==> config.mk <==
export PLATFORM = sky130hd
export DESIGN_NAME = msort_ctrl
export DESIGN_NICKNAME = d
export VERILOG_FILES = /design/src/rtl/msort_pkg.sv /design/src/rtl/msort_ctrl.sv
export SDC_FILE = /design/constraint.sdc
export NUM_CORES = 1
export LEC_CHECK = 0
export ABC_CLOCK_PERIOD_IN_PS = 1400
export BUFFER_PORTS_ARGS = -buffer_cell sky130_fd_sc_hd__buf_4
export CORE_AREA = 2 2 39 41
export CTS_BUF_LIST = sky130_fd_sc_hd__clkbuf_4 sky130_fd_sc_hd__clkbuf_8 sky130_fd_sc_hd__clkbuf_16
export CTS_CLUSTER_SIZE = 24
export DETAILED_ROUTE_END_ITERATION = 12
export DIE_AREA = 0 0 41 43
export PLACE_DENSITY = 0.3
export SKIP_CTS_REPAIR_TIMING = 1
export SLEW_MARGIN = 40
export SYNTH_ARGS = -nofsm -noshare
export SYNTH_HDL_FRONTEND = slang
export SYNTH_SLANG_ARGS = --single-unit
export TNS_END_PERCENT = 10
==> constraint.sdc <==
create_clock -name clk_i -period 1.4 [get_ports clk_i]
set_input_delay 0 -clock clk_i [delete_from_list [all_inputs] [get_ports clk_i]]
set_output_delay 0 -clock clk_i [all_outputs]
set_load 0.02 [all_outputs]
==> src/rtl/msort_pkg.sv <==
package msort_pkg;

  localparam int KEY_WIDTH = 32;
  localparam int MAX_KEYS  = 64;
  localparam int ADDR_W    = $clog2(MAX_KEYS);
  localparam int CNT_W     = $clog2(MAX_KEYS + 1);

  typedef logic [KEY_WIDTH-1:0] key_t;
  typedef logic [CNT_W-1:0]     cnt_t;

  typedef enum logic [1:0] {
    ST_LOAD,
    ST_PREP,
    ST_MERGE,
    ST_EMIT
  } msort_state_e;

  typedef struct packed {
    logic load;   // accept key beats into the store
    logic prep;   // set up the next pass, or the emit walk
    logic merge;  // one merge step
    logic emit;   // walk the sorted store out
  } msort_cmd_t;

  typedef struct packed {
    logic load_last;  // beat carrying the final key taken this cycle
    logic sorted;     // run width covers the whole set
    logic pass_end;   // last write of the current pass
    logic emit_done;  // final result handed over
  } msort_status_t;

  // True if a must be placed after b.
  function automatic logic key_gt(key_t a, key_t b, logic sgn);
    key_t ta;
    key_t tb;
    ta = a;
    tb = b;
    ta[KEY_WIDTH-1] = a[KEY_WIDTH-1] ^ sgn;
    tb[KEY_WIDTH-1] = b[KEY_WIDTH-1] ^ sgn;
    return ta > tb;
  endfunction

endpackage

==> src/rtl/msort_ctrl.sv <==
module msort_ctrl
  import msort_pkg::*;
(
  input  logic          clk_i,
  input  logic          rst_ni,
  input  msort_status_t status_i,
  output msort_cmd_t    cmd_o,
  output msort_state_e  state_o
);

  msort_state_e state_q, state_d;

  always_ff @(posedge clk_i or negedge rst_ni) begin
    if (!rst_ni) begin
      state_q <= ST_LOAD;
    end else begin
      state_q <= state_d;
    end
  end

  always_comb begin
    state_d = state_q;
    cmd_o   = '0;
    case (state_q)
      ST_LOAD: begin
        cmd_o.load = 1'b1;
        if (status_i.load_last) state_d = ST_PREP;
      end
      ST_PREP: begin
        cmd_o.prep = 1'b1;
        state_d    = status_i.sorted ? ST_EMIT : ST_MERGE;
      end
      ST_MERGE: begin
        cmd_o.merge = 1'b1;
        if (status_i.pass_end) state_d = ST_PREP;
      end
      ST_EMIT: begin
        cmd_o.emit = 1'b1;
        if (status_i.emit_done) state_d = ST_LOAD;
      end
      default: begin
        state_d = ST_LOAD;
      end
    endcase
  end

  assign state_o = state_q;

endmodule

==> impl_results.md, run 1 <==
- Outcome: finished, final reports clean
- I/O pin total: 12
- Avg Cell Area, Syn: 10.3 µm²
- Fin nets: 34
- Global-route wire length before repair: 476 µm
- Seq. cell area: 50.0 µm²
- CTS buffer count: 3
- Number of global-route vias before repair: 132
- RSZ-0062 raised after global routing: false
- Synth Net Count: 18
- Initial antenna violation count: 0
- Peak supply drop: 0.500 mV
- Sequential-to-total area share from yosys stat: 0.404
- Rows: 14
- Flop2flop setup slack: 0.31 ns
- Worst setup margin: 0.308 ns
- Max FFs per register: 2
- Tightest Pin Transition: 0.210 ns
- CTS tree: yes
- Skew final: 0.00195 ns
- Multi-input logic area: 58.8 µm²
- Clk_lat worst skew: 0.22 ns
- Vias/cell: 3.02
- Largest net degree at the start of global routing: 8
- Final core occ: 0.182
- Critical Path AT: 1.18 ns
- Via count of the routed design: 127
- HPWL Detailed: 244 µm
- Root Driver: clkbuf_4
- Post-route clock period utilization: 0.780
- Ys Warns: 0
- Diode count: 0
- Residual DRC: 0
- Worst path cell trace: mux4_2
- Largest delay share family, worst path: multiplexers
- Slew margin rel.: 0.860
- Pleak: 0.000132 µW
- Wire per inst: 7.43 µm
- Crit path kind: register to register
- Critical path's slowest cell: mux4_2
- Post-synth cell types: 10
- Worst path required time: 1.49 ns
- Total Routed Length: 312 µm
- Die Ht: 43 µm
- TNS Setup: 0 ns
- Seq cells post-synth: 2
- Longest Clk Path Bufs: 2
- CP max stage delay: 0.52 ns
- Final Setup Violations: 0
- Core area: 1380 µm²
- Cell Area, Synth: 124 µm²
- Post-DRT Antenna Nets: 0
- Starting Density: 0.0895
- Final Max Slew Viols: 0
- CP Capture Type: register
- DR pass1 iterations: 2
- Layout cells sized above 1: 0.577
- Max-cap violations: 0
- # port buffers: 11
- Power per cell area: 2500 nW/µm²
- Clk sinks: 2
- Critical path launch point type: register
- Fin. Hold Viols: 0
- Fin crit period: 1.09 ns
- Cells after synthesis: 12
- Grt ovf: 0
- Clock-pin slew on the worst setup and hold paths: 0.03 ns
- Area grow syn2layout: 103%
- GRT Total Usage: 0.0463
- Worst-path fanout max: 7
- Post-Place Setup Slack: 0.298 ns
- 1st-iter DRT viols: 1
- Die ar.: 1760 µm²
- Fmax: 0.915 GHz
- Worst min path class: input port to async pin
- H-tree Lvls: 1
- Crit path buf inv count: 0
- RD Place Congestion: 0.648
- Fillers: 155
- Die X: 41 µm
- Total Power: 628 µW
-- cells by family after synthesis --
| kind of cell | Yosys count | synth area share |
|---|---|---|
| AND/OR/NAND/NOR | 5 | 0.222 |
| buffers and inverters | 3 | 0.121 |
| flip-flops | 2 | 0.404 |
| AO/OA/AOI/OAI | 1 | 0.0707 |
| multiplexers | 1 | 0.182 |
-- final timing paths --
| check | from | end | cells past startpoint |
|---|---|---|---|
| setup / recovery | state_o[1]$_DFFE_PN0P_ | state_o[0]$_DFFE_PN0P_ | 1 |
| hold / removal | rst_ni | state_o[1]$_DFFE_PN0P_ | 2 |
| setup reg to reg | state_o[1]$_DFFE_PN0P_ | state_o[0]$_DFFE_PN0P_ | 1 |
| hold reg to reg | state_o[0]$_DFFE_PN0P_ | state_o[1]$_DFFE_PN0P_ | 1 |
| max in group asynchronous | rst_ni | state_o[0]$_DFFE_PN0P_ | 2 |
| min in group clk_i | status_i[1] | state_o[1]$_DFFE_PN0P_ | 3 |
-- stage by stage --
step	hold WS, ns	instance area (µm²)	instances
CTS	-0.457	241	41
floorplan	-0.296	124	12
global placement	-0.216	219	38
finish	0.0951	251	42
global route	0.0999	251	42
detailed placement	-0.217	219	38
-- synthesized netlist by cell type --
cell type / instances / share of area
dfrtp_1: 2 / 0.40
and2b_1: 1 / 0.061
inv_1: 2 / 0.061
buf_4: 1 / 0.061
mux4_2: 1 / 0.18
nor2b_1: 1 / 0.051
a22o_1: 1 / 0.071
nor2_1: 1 / 0.030
nand2_1: 1 / 0.030
and2_1: 1 / 0.051
-- where the power goes --
group / internal (µW) / switching [µW] / total (µW)
Sequential: 88.2 / 53.1 / 141
Clock: 94.5 / 31.2 / 126
Combinational: 184 / 176 / 361
Total: 367 / 260 / 628
-- per-layer routing --
layer | global-route usage | wire (µm) | vias up
met3 | 0.0314 | 48 | 0
met1 | 0.0617 | 156 | 49
met5 | 0 | 0 | -
li1 | - | - | 67
met4 | 0.0600 | 0 | 0
met2 | 0.0375 | 107 | 11
-- cell type report --
cell class | count | share of cell area
Inverter | 2 | 0.0299
Clock buffer | 3 | 0.0896
Sequential cell | 2 | 0.199
Multi-Input combinational cell | 7 | 0.234
Tap cell | 16 | 0.0796
Timing Repair Buffer | 12 | 0.368
-- placed cells by master (no fill, tap or decap), drive strengths merged, types with 2 or more instances in the layout --
cell,instances
buf,11
clkbuf,3
dfrtp,2
inv,2
Note: power is estimated with default switching activity, not from simulation.
==> run 2: changes to the inputs <==
--- a/config.mk
+++ b/config.mk
@@ -5,7 +5,7 @@
 export SDC_FILE = /design/constraint.sdc
 export NUM_CORES = 1
 export LEC_CHECK = 0
-export ABC_CLOCK_PERIOD_IN_PS = 1400
+export ABC_CLOCK_PERIOD_IN_PS = 900
 export BUFFER_PORTS_ARGS = -buffer_cell sky130_fd_sc_hd__buf_4
 export CORE_AREA = 2 2 39 41
 export CTS_BUF_LIST = sky130_fd_sc_hd__clkbuf_4 sky130_fd_sc_hd__clkbuf_8 sky130_fd_sc_hd__clkbuf_16
==> constraint.sdc (replaced) <==
create_clock -name clk_i -period 0.9 [get_ports clk_i]
set_input_delay 0 -clock clk_i [delete_from_list [all_inputs] [get_ports clk_i]]
set_output_delay 0 -clock clk_i [all_outputs]
set_load 0.02 [all_outputs]
==> run 2 against run 1 <==
The run now ends with negative setup slack left. Non-clock buffer count grew 3. Total power grew 100%. Cell area grew 23%. Die area is the same. Register-to-register slack lost 0.51 ns. First-iteration DRC count is the same. Highest routed layer unchanged.
==> impl_results.md, run 2 (synthesized netlist as in run 1, its figures left out) <==
- Clk sinks: 2 (unchanged)
- Placed insts: 40 (+5.3%)
- Clock-pin slew on the worst setup and hold paths: 0.03 ns (about the same)
- Worst path required time: 0.99 ns (-0.50 ns)
- Clk_lat worst skew: 0.23 ns (about the same)
- Fin. Hold Viols: 0 (unchanged)
- Diode count: 0 (unchanged)
- Wire per inst: 8.26 µm (+11%)
- Die ar.: 1760 µm² (unchanged)
- Tightest Pin Transition: 0.157 ns (-0.0535 ns)
- H-tree Lvls: 1 (unchanged)
- Worst r2r path cells: 2 (+1)
- Layout cells sized above 1: 0.800 (+0.223)
- WHS Path Cells: 3
- Rows: 14 (unchanged)
- Grt ovf: 0 (unchanged)
- Final instance area: 310 µm² (+23%)
- Fin nets: 37 (+8.8%)
- Critical path launch point type: register
- Core area: 1380 µm² (unchanged)
- Reg-to-reg endpoint: state_o[0]$_DFFE_PN0P_
- DR pass1 iterations: 2 (unchanged)
- Fillers: 157 (+1.3%)
- # port buffers: 11 (unchanged)
- Most frequent cells in the layout: buf_4, buf_6, clkbuf_4, inv_1, dfrtp_2
- Final Non-Filler Cells: 46 (+9.5%)
- I/O pin total: 12 (unchanged)
- Die Ht: 43 µm (unchanged)
- Starting Density: 0.0895 (unchanged)
- Worst r2r src: state_o[1]$_DFFE_PN0P_
- Worst min path class: input port to register
- 1st-iter DRT viols: 1 (unchanged)
- HP Start: status_i[0]
- Fmax: 0.909 GHz (-0.64%)
- TNS Setup: -0.700 ns (-0.700 ns)
- Slew margin rel.: 0.896 (+0.0357)
- Critical Path AT: 1.19 ns (about the same)
- Skew final: 0.00417 ns (+0.00222 ns)
- Post-DRT Antenna Nets: 0 (unchanged)
- Peak supply drop: 0.864 mV (+73%)
- Commonest non-fill, non-tap cell in the layout: buf_4
- Final Max Slew Viols: 0 (unchanged)
- Worst-path fanout max: 3 (-4)
- Failing checks: negative setup slack
- RSZ-0062 raised after global routing: true
- Post-Place Setup Slack: -0.111 ns (-0.410 ns)
- CTS buffer count: 3 (unchanged)
- Max FFs per register: 2 (unchanged)
- CP Capture Type: register
- Largest delay share family, worst path: multiplexers
- Max-cap violations: 0 (unchanged)
- Hold slack: 0.0769 ns (-0.0182 ns)
- Global-route wire length before repair: 586 µm (+23%)
- Crit path buf inv count: 1 (+1)
- Longest Clk Path Bufs: 2 (unchanged)
- RD Place Congestion: 0.646 (-0.29%)
- Outcome: finished with violations
- Flop2flop setup slack: -0.20 ns (-0.51 ns)
- Largest net degree at the start of global routing: 8 (unchanged)
- CP max stage delay: 0.48 ns (-0.04 ns)
- Total Routed Length: 380 µm (+22%)
- Root Driver: clkbuf_4
- Fin crit period: 1.10 ns (+0.00709 ns)
- CTS tree: yes
- Power per cell area: 4150 nW/µm² (+66%)
- Worst path cell trace: buf_4 > mux4_2
- Seq. cell area: 52.6 µm² (+5.0%)
- Worst setup margin: -0.200 ns (-0.507 ns)
- Number of global-route vias before repair: 164 (+24%)
- Multi-input logic area: 66.3 µm² (+13%)
- Hold EP: state_o[1]$_DFFE_PN0P_
- Via count of the routed design: 146 (+15%)
- Post-route clock period utilization: 1.22 (+0.441)
- Crit path kind: register to register
- Area grow syn2layout: 151%
- GRT Total Usage: 0.0533 (+0.00694)
- WP depth: 2 (+1)
- Post-DP Area: 238 µm² (+8.6%)
- Vias/cell: 3.17 (+5.0%)
- Final Setup Violations: 6 (+6)
- Critical path's slowest cell: mux4_2
- Residual DRC: 0 (unchanged)
- Initial antenna violation count: 0 (unchanged)
- Pleak: 0.000157 µW (+19%)
- Die X: 41 µm (unchanged)
-- run 2: changes by cell type in the layout (fill, tap and decap cells not counted), sizes merged --
cell,delta
buf,+3
clkbuf,+1
-- run 2: report_power, final --
part	leakage (µW)	switching, µW	total [µW]	internal, µW
sequential	0.0000215	73.8	220	147
clock	0.0000184	61.0	256	195
combinational	0.000117	342	810	468
-- run 2: how the worst max path moves through the flow --
stage / start / endpoint / slack, ns
2_1_floorplan: state_o[1]$_DFFE_PN0P_ / state_o[0]$_DFFE_PN0P_ / -0.18
3_3_place_gp: state_o[1]$_DFFE_PN0P_ / state_o[0]$_DFFE_PN0P_ / -0.09
3_5_place_dp: state_o[1]$_DFFE_PN0P_ / state_o[0]$_DFFE_PN0P_ / -0.11
4_1_cts: state_o[1]$_DFFE_PN0P_ / cmd_o[2] / -0.23
5_1_grt: state_o[1]$_DFFE_PN0P_ / state_o[0]$_DFFE_PN0P_ / -0.23
6_report: state_o[1]$_DFFE_PN0P_ / state_o[0]$_DFFE_PN0P_ / -0.20
-- run 2: stage by stage --
stage / total power, µW / utilization
3_3_place_gp: 879 / 0.172
2_1_floorplan: 575 / -
4_1_cts: 1150 / 0.193
6_report: 1290 / 0.224
3_5_place_dp: 882 / 0.172
5_1_grt: 1390 / 0.224
-- run 2: area by class of cell --
class,instances,area share
clock buffer,4,0.0968
inverter,2,0.0242
multi-input combinational,7,0.214
sequential,2,0.169
tap,16,0.0645
timing repair buffer,15,0.431
-- run 2: routing by layer --
layer / vias up / part of all wire / global-route usage
li1: 73 / - / -
met1: 60 / 0.45 / 0.0581
met2: 13 / 0.41 / 0.0625
met3: 0 / 0.13 / 0.0471
met4: 0 / 0 / 0.0400
met5: - / 0 / 0
-- run 2: worst reg2reg max path, stage by stage, from the launching register on --
cell and delay [ns]:
dfrtp_2 0.36, buf_4 0.12, mux4_2 0.48
==> run 3: changes to the inputs <==
--- a/config.mk
+++ b/config.mk
@@ -5,7 +5,7 @@
 export SDC_FILE = /design/constraint.sdc
 export NUM_CORES = 1
 export LEC_CHECK = 0
-export ABC_CLOCK_PERIOD_IN_PS = 900
+export ABC_CLOCK_PERIOD_IN_PS = 1150
 export BUFFER_PORTS_ARGS = -buffer_cell sky130_fd_sc_hd__buf_4
 export CORE_AREA = 2 2 39 41
 export CTS_BUF_LIST = sky130_fd_sc_hd__clkbuf_4 sky130_fd_sc_hd__clkbuf_8 sky130_fd_sc_hd__clkbuf_16
@@ -14,7 +14,7 @@
 export DIE_AREA = 0 0 41 43
 export PLACE_DENSITY = 0.3
 export SKIP_CTS_REPAIR_TIMING = 1
-export SLEW_MARGIN = 40
+export SLEW_MARGIN = 5
 export SYNTH_ARGS = -nofsm -noshare
 export SYNTH_HDL_FRONTEND = slang
 export SYNTH_SLANG_ARGS = --single-unit
==> constraint.sdc (replaced) <==
create_clock -name clk_i -period 1.15 [get_ports clk_i]
set_input_delay 0 -clock clk_i [delete_from_list [all_inputs] [get_ports clk_i]]
set_output_delay 0 -clock clk_i [all_outputs]
set_load 0.02 [all_outputs]
==> run 3 against run 2 <==
The run now ends clean. Worst hold slack gained 0.020 ns. Non-clock buffer count shrank 2. Register-to-register slack gained 0.32 ns. Via count shrank 8.2%. Global-route usage grew 0.11 points. Largest power group unchanged.
==> impl_results.md, run 3 (synthesized netlist as in run 1, its figures left out) <==
- Outcome: finished, final reports clean
- Total Power: 829 µW (-36%)
- CTS tree: yes
- Critical path's slowest cell: dfrtp_1
- Longest Clk Path Bufs: 2 (unchanged)
- Root Driver: clkbuf_4
- CP Capture Type: output port
- Post-DP Area: 229 µm² (-3.7%)
- Number of global-route vias before repair: 126 (-23%)
- Tightest Pin Transition: 0.244 ns (+0.0877 ns)
- Clock-pin slew on the worst setup and hold paths: 0.03 ns (about the same)
- Most frequent cells in the layout: buf_4, clkbuf_4, inv_1, buf_6, dfrtp_1
- Via count of the routed design: 134 (-8.2%)
- Die Ht: 43 µm (unchanged)
- Die ar.: 1760 µm² (unchanged)
- DR pass1 iterations: 2 (unchanged)
- Most frequent CP cell: buf_6
- Post-route clock period utilization: 0.929
- Fin. Hold Viols: 0 (unchanged)
- Critical Path AT: 1.07 ns (-0.12 ns)
- Slew margin rel.: 0.837 (-0.0585)
- Wire per inst: 8.16 µm (-1.2%)
- Largest delay share family, worst path: flip-flops
- Largest net degree at the start of global routing: 8 (unchanged)
- Final Max Slew Viols: 0 (unchanged)
- GRT Total Usage: 0.0543 (+0.00106)
- Initial antenna violation count: 0 (unchanged)
- Fmax: 0.936 GHz
- Clk sinks: 2 (unchanged)
- Residual DRC: 0 (unchanged)
- Final Non-Filler Cells: 43 (-6.5%)
- Crit path kind: register to output port
- Placed insts: 39 (-2.5%)
- Vias/cell: 3.12 (-1.8%)
- Crit path buf inv count: 2 (+1)
- Total Routed Length: 351 µm (-7.6%)
- Commonest non-fill, non-tap cell in the layout: buf_4
- Die X: 41 µm (unchanged)
- I/O pin total: 12 (unchanged)
- Fin nets: 35 (-5.4%)
- Worst path required time: 1.15 ns (+0.16 ns)
- Rows: 14 (unchanged)
- # port buffers: 11 (unchanged)
- Starting Density: 0.0895 (unchanged)
- Worst min path class: input port to async pin
- Critical path launch point type: register
- TNS Setup: 0 ns (+0.700 ns)
- Power per cell area: 3080 nW/µm² (-26%)
- Core area: 1380 µm² (unchanged)
- Post-DRT Antenna Nets: 0 (unchanged)
- Global-route wire length before repair: 545 µm (-7.0%)
- Skew final: 0.00145 ns (-0.00272 ns)
- RD Place Congestion: 0.629 (-2.6%)
- CP max stage delay: 0.41 ns (-0.07 ns)
- RSZ-0062 raised after global routing: false
- Layout cells sized above 1: 0.630 (-0.170)
- CTS buffer count: 3 (unchanged)
- Worst path cell trace: buf_6 > and2b_1 > buf_6
- Diode count: 0 (unchanged)
- Worst-path fanout max: 4 (+1)
- Area grow syn2layout: 117%
- Max FFs per register: 2 (unchanged)
- Fin crit period: 1.07 ns
- Clk_lat worst skew: 0.22 ns (about the same)
- Final instance area: 269 µm² (-13%)
- Peak supply drop: 0.756 mV (-12%)
- H-tree Lvls: 1 (unchanged)
- Final Setup Violations: 0 (-6)
- Max-cap violations: 0 (unchanged)
- 1st-iter DRT viols: 1 (unchanged)
- Grt ovf: 0 (unchanged)
- Pleak: 0.000140 µW (-11%)
run 3: cell count changes in the layout (fill, tap and decap cells not counted):
cell / change
buf_6: -3
buf_4: +1
nor2_2: -1
clkbuf_4: -1
dfrtp_1: +2
dfrtp_2: -2
nor2_1: +1
and2_1: +1
and2_4: -1
run 3: final timing paths:
| path | slack [ns] | to | from | cells past startpoint |
|---|---|---|---|---|
| worst max-delay path | 0.08 | cmd_o[2] | state_o[1]$_DFFE_PN0P_ | 3 |
| max in group asynchronous | 0.96 | state_o[1]$_DFFE_PN0P_ | rst_ni | 2 |
| worst min register to register | 0.64 | state_o[1]$_DFFE_PN0P_ | state_o[1]$_DFFE_PN0P_ | 2 |
| worst max register to register | 0.12 | state_o[0]$_DFFE_PN0P_ | state_o[1]$_DFFE_PN0P_ | 1 |
| min in group clk_i | 0.10 | state_o[0]$_DFFE_PN0P_ | status_i[2] | 2 |
| worst min-delay path | 0.1 | state_o[0]$_DFFE_PN0P_ | rst_ni | 2 |
run 3: per-stage QoR:
step                      hold WS [ns]   util  setup slack [ns]
after floorplan                 -0.296      -           -0.0180
after global placement          -0.214  0.165             0.138
after detailed placement        -0.213  0.165             0.136
after CTS                       -0.452  0.182            0.0502
after global routing            0.0921  0.194            0.0159
final                           0.0973  0.194            0.0820
run 3: layout make-up:
type / instances / area, µm²
clock buffers: 3 / 22.5
fillers: 155 / 1110
inverters: 2 / 7.51
multi-input cells: 7 / 61.3
flip-flops and latches: 2 / 50.0
well taps: 16 / 20.0
repair buffers: 13 / 108
run 3: routing by layer:
metal / GRT usage / wire (µm) / vias to the layer above
met5: 0 / 0 / -
met4: 0.0200 / 0 / 0
met3: 0.0785 / 55 / 0
met2: 0.0438 / 98 / 12
met1: 0.0712 / 197 / 54
li1: - / - / 68
run 3: report_power, final:
part	total, µW	internal [µW]	leakage (µW)	switching [µW]
combinational	507	274	0.000102	233
clock	153	115	0.0000138	38.3
sequential	169	107	0.0000235	61.6
total	829	496	0.000140	333
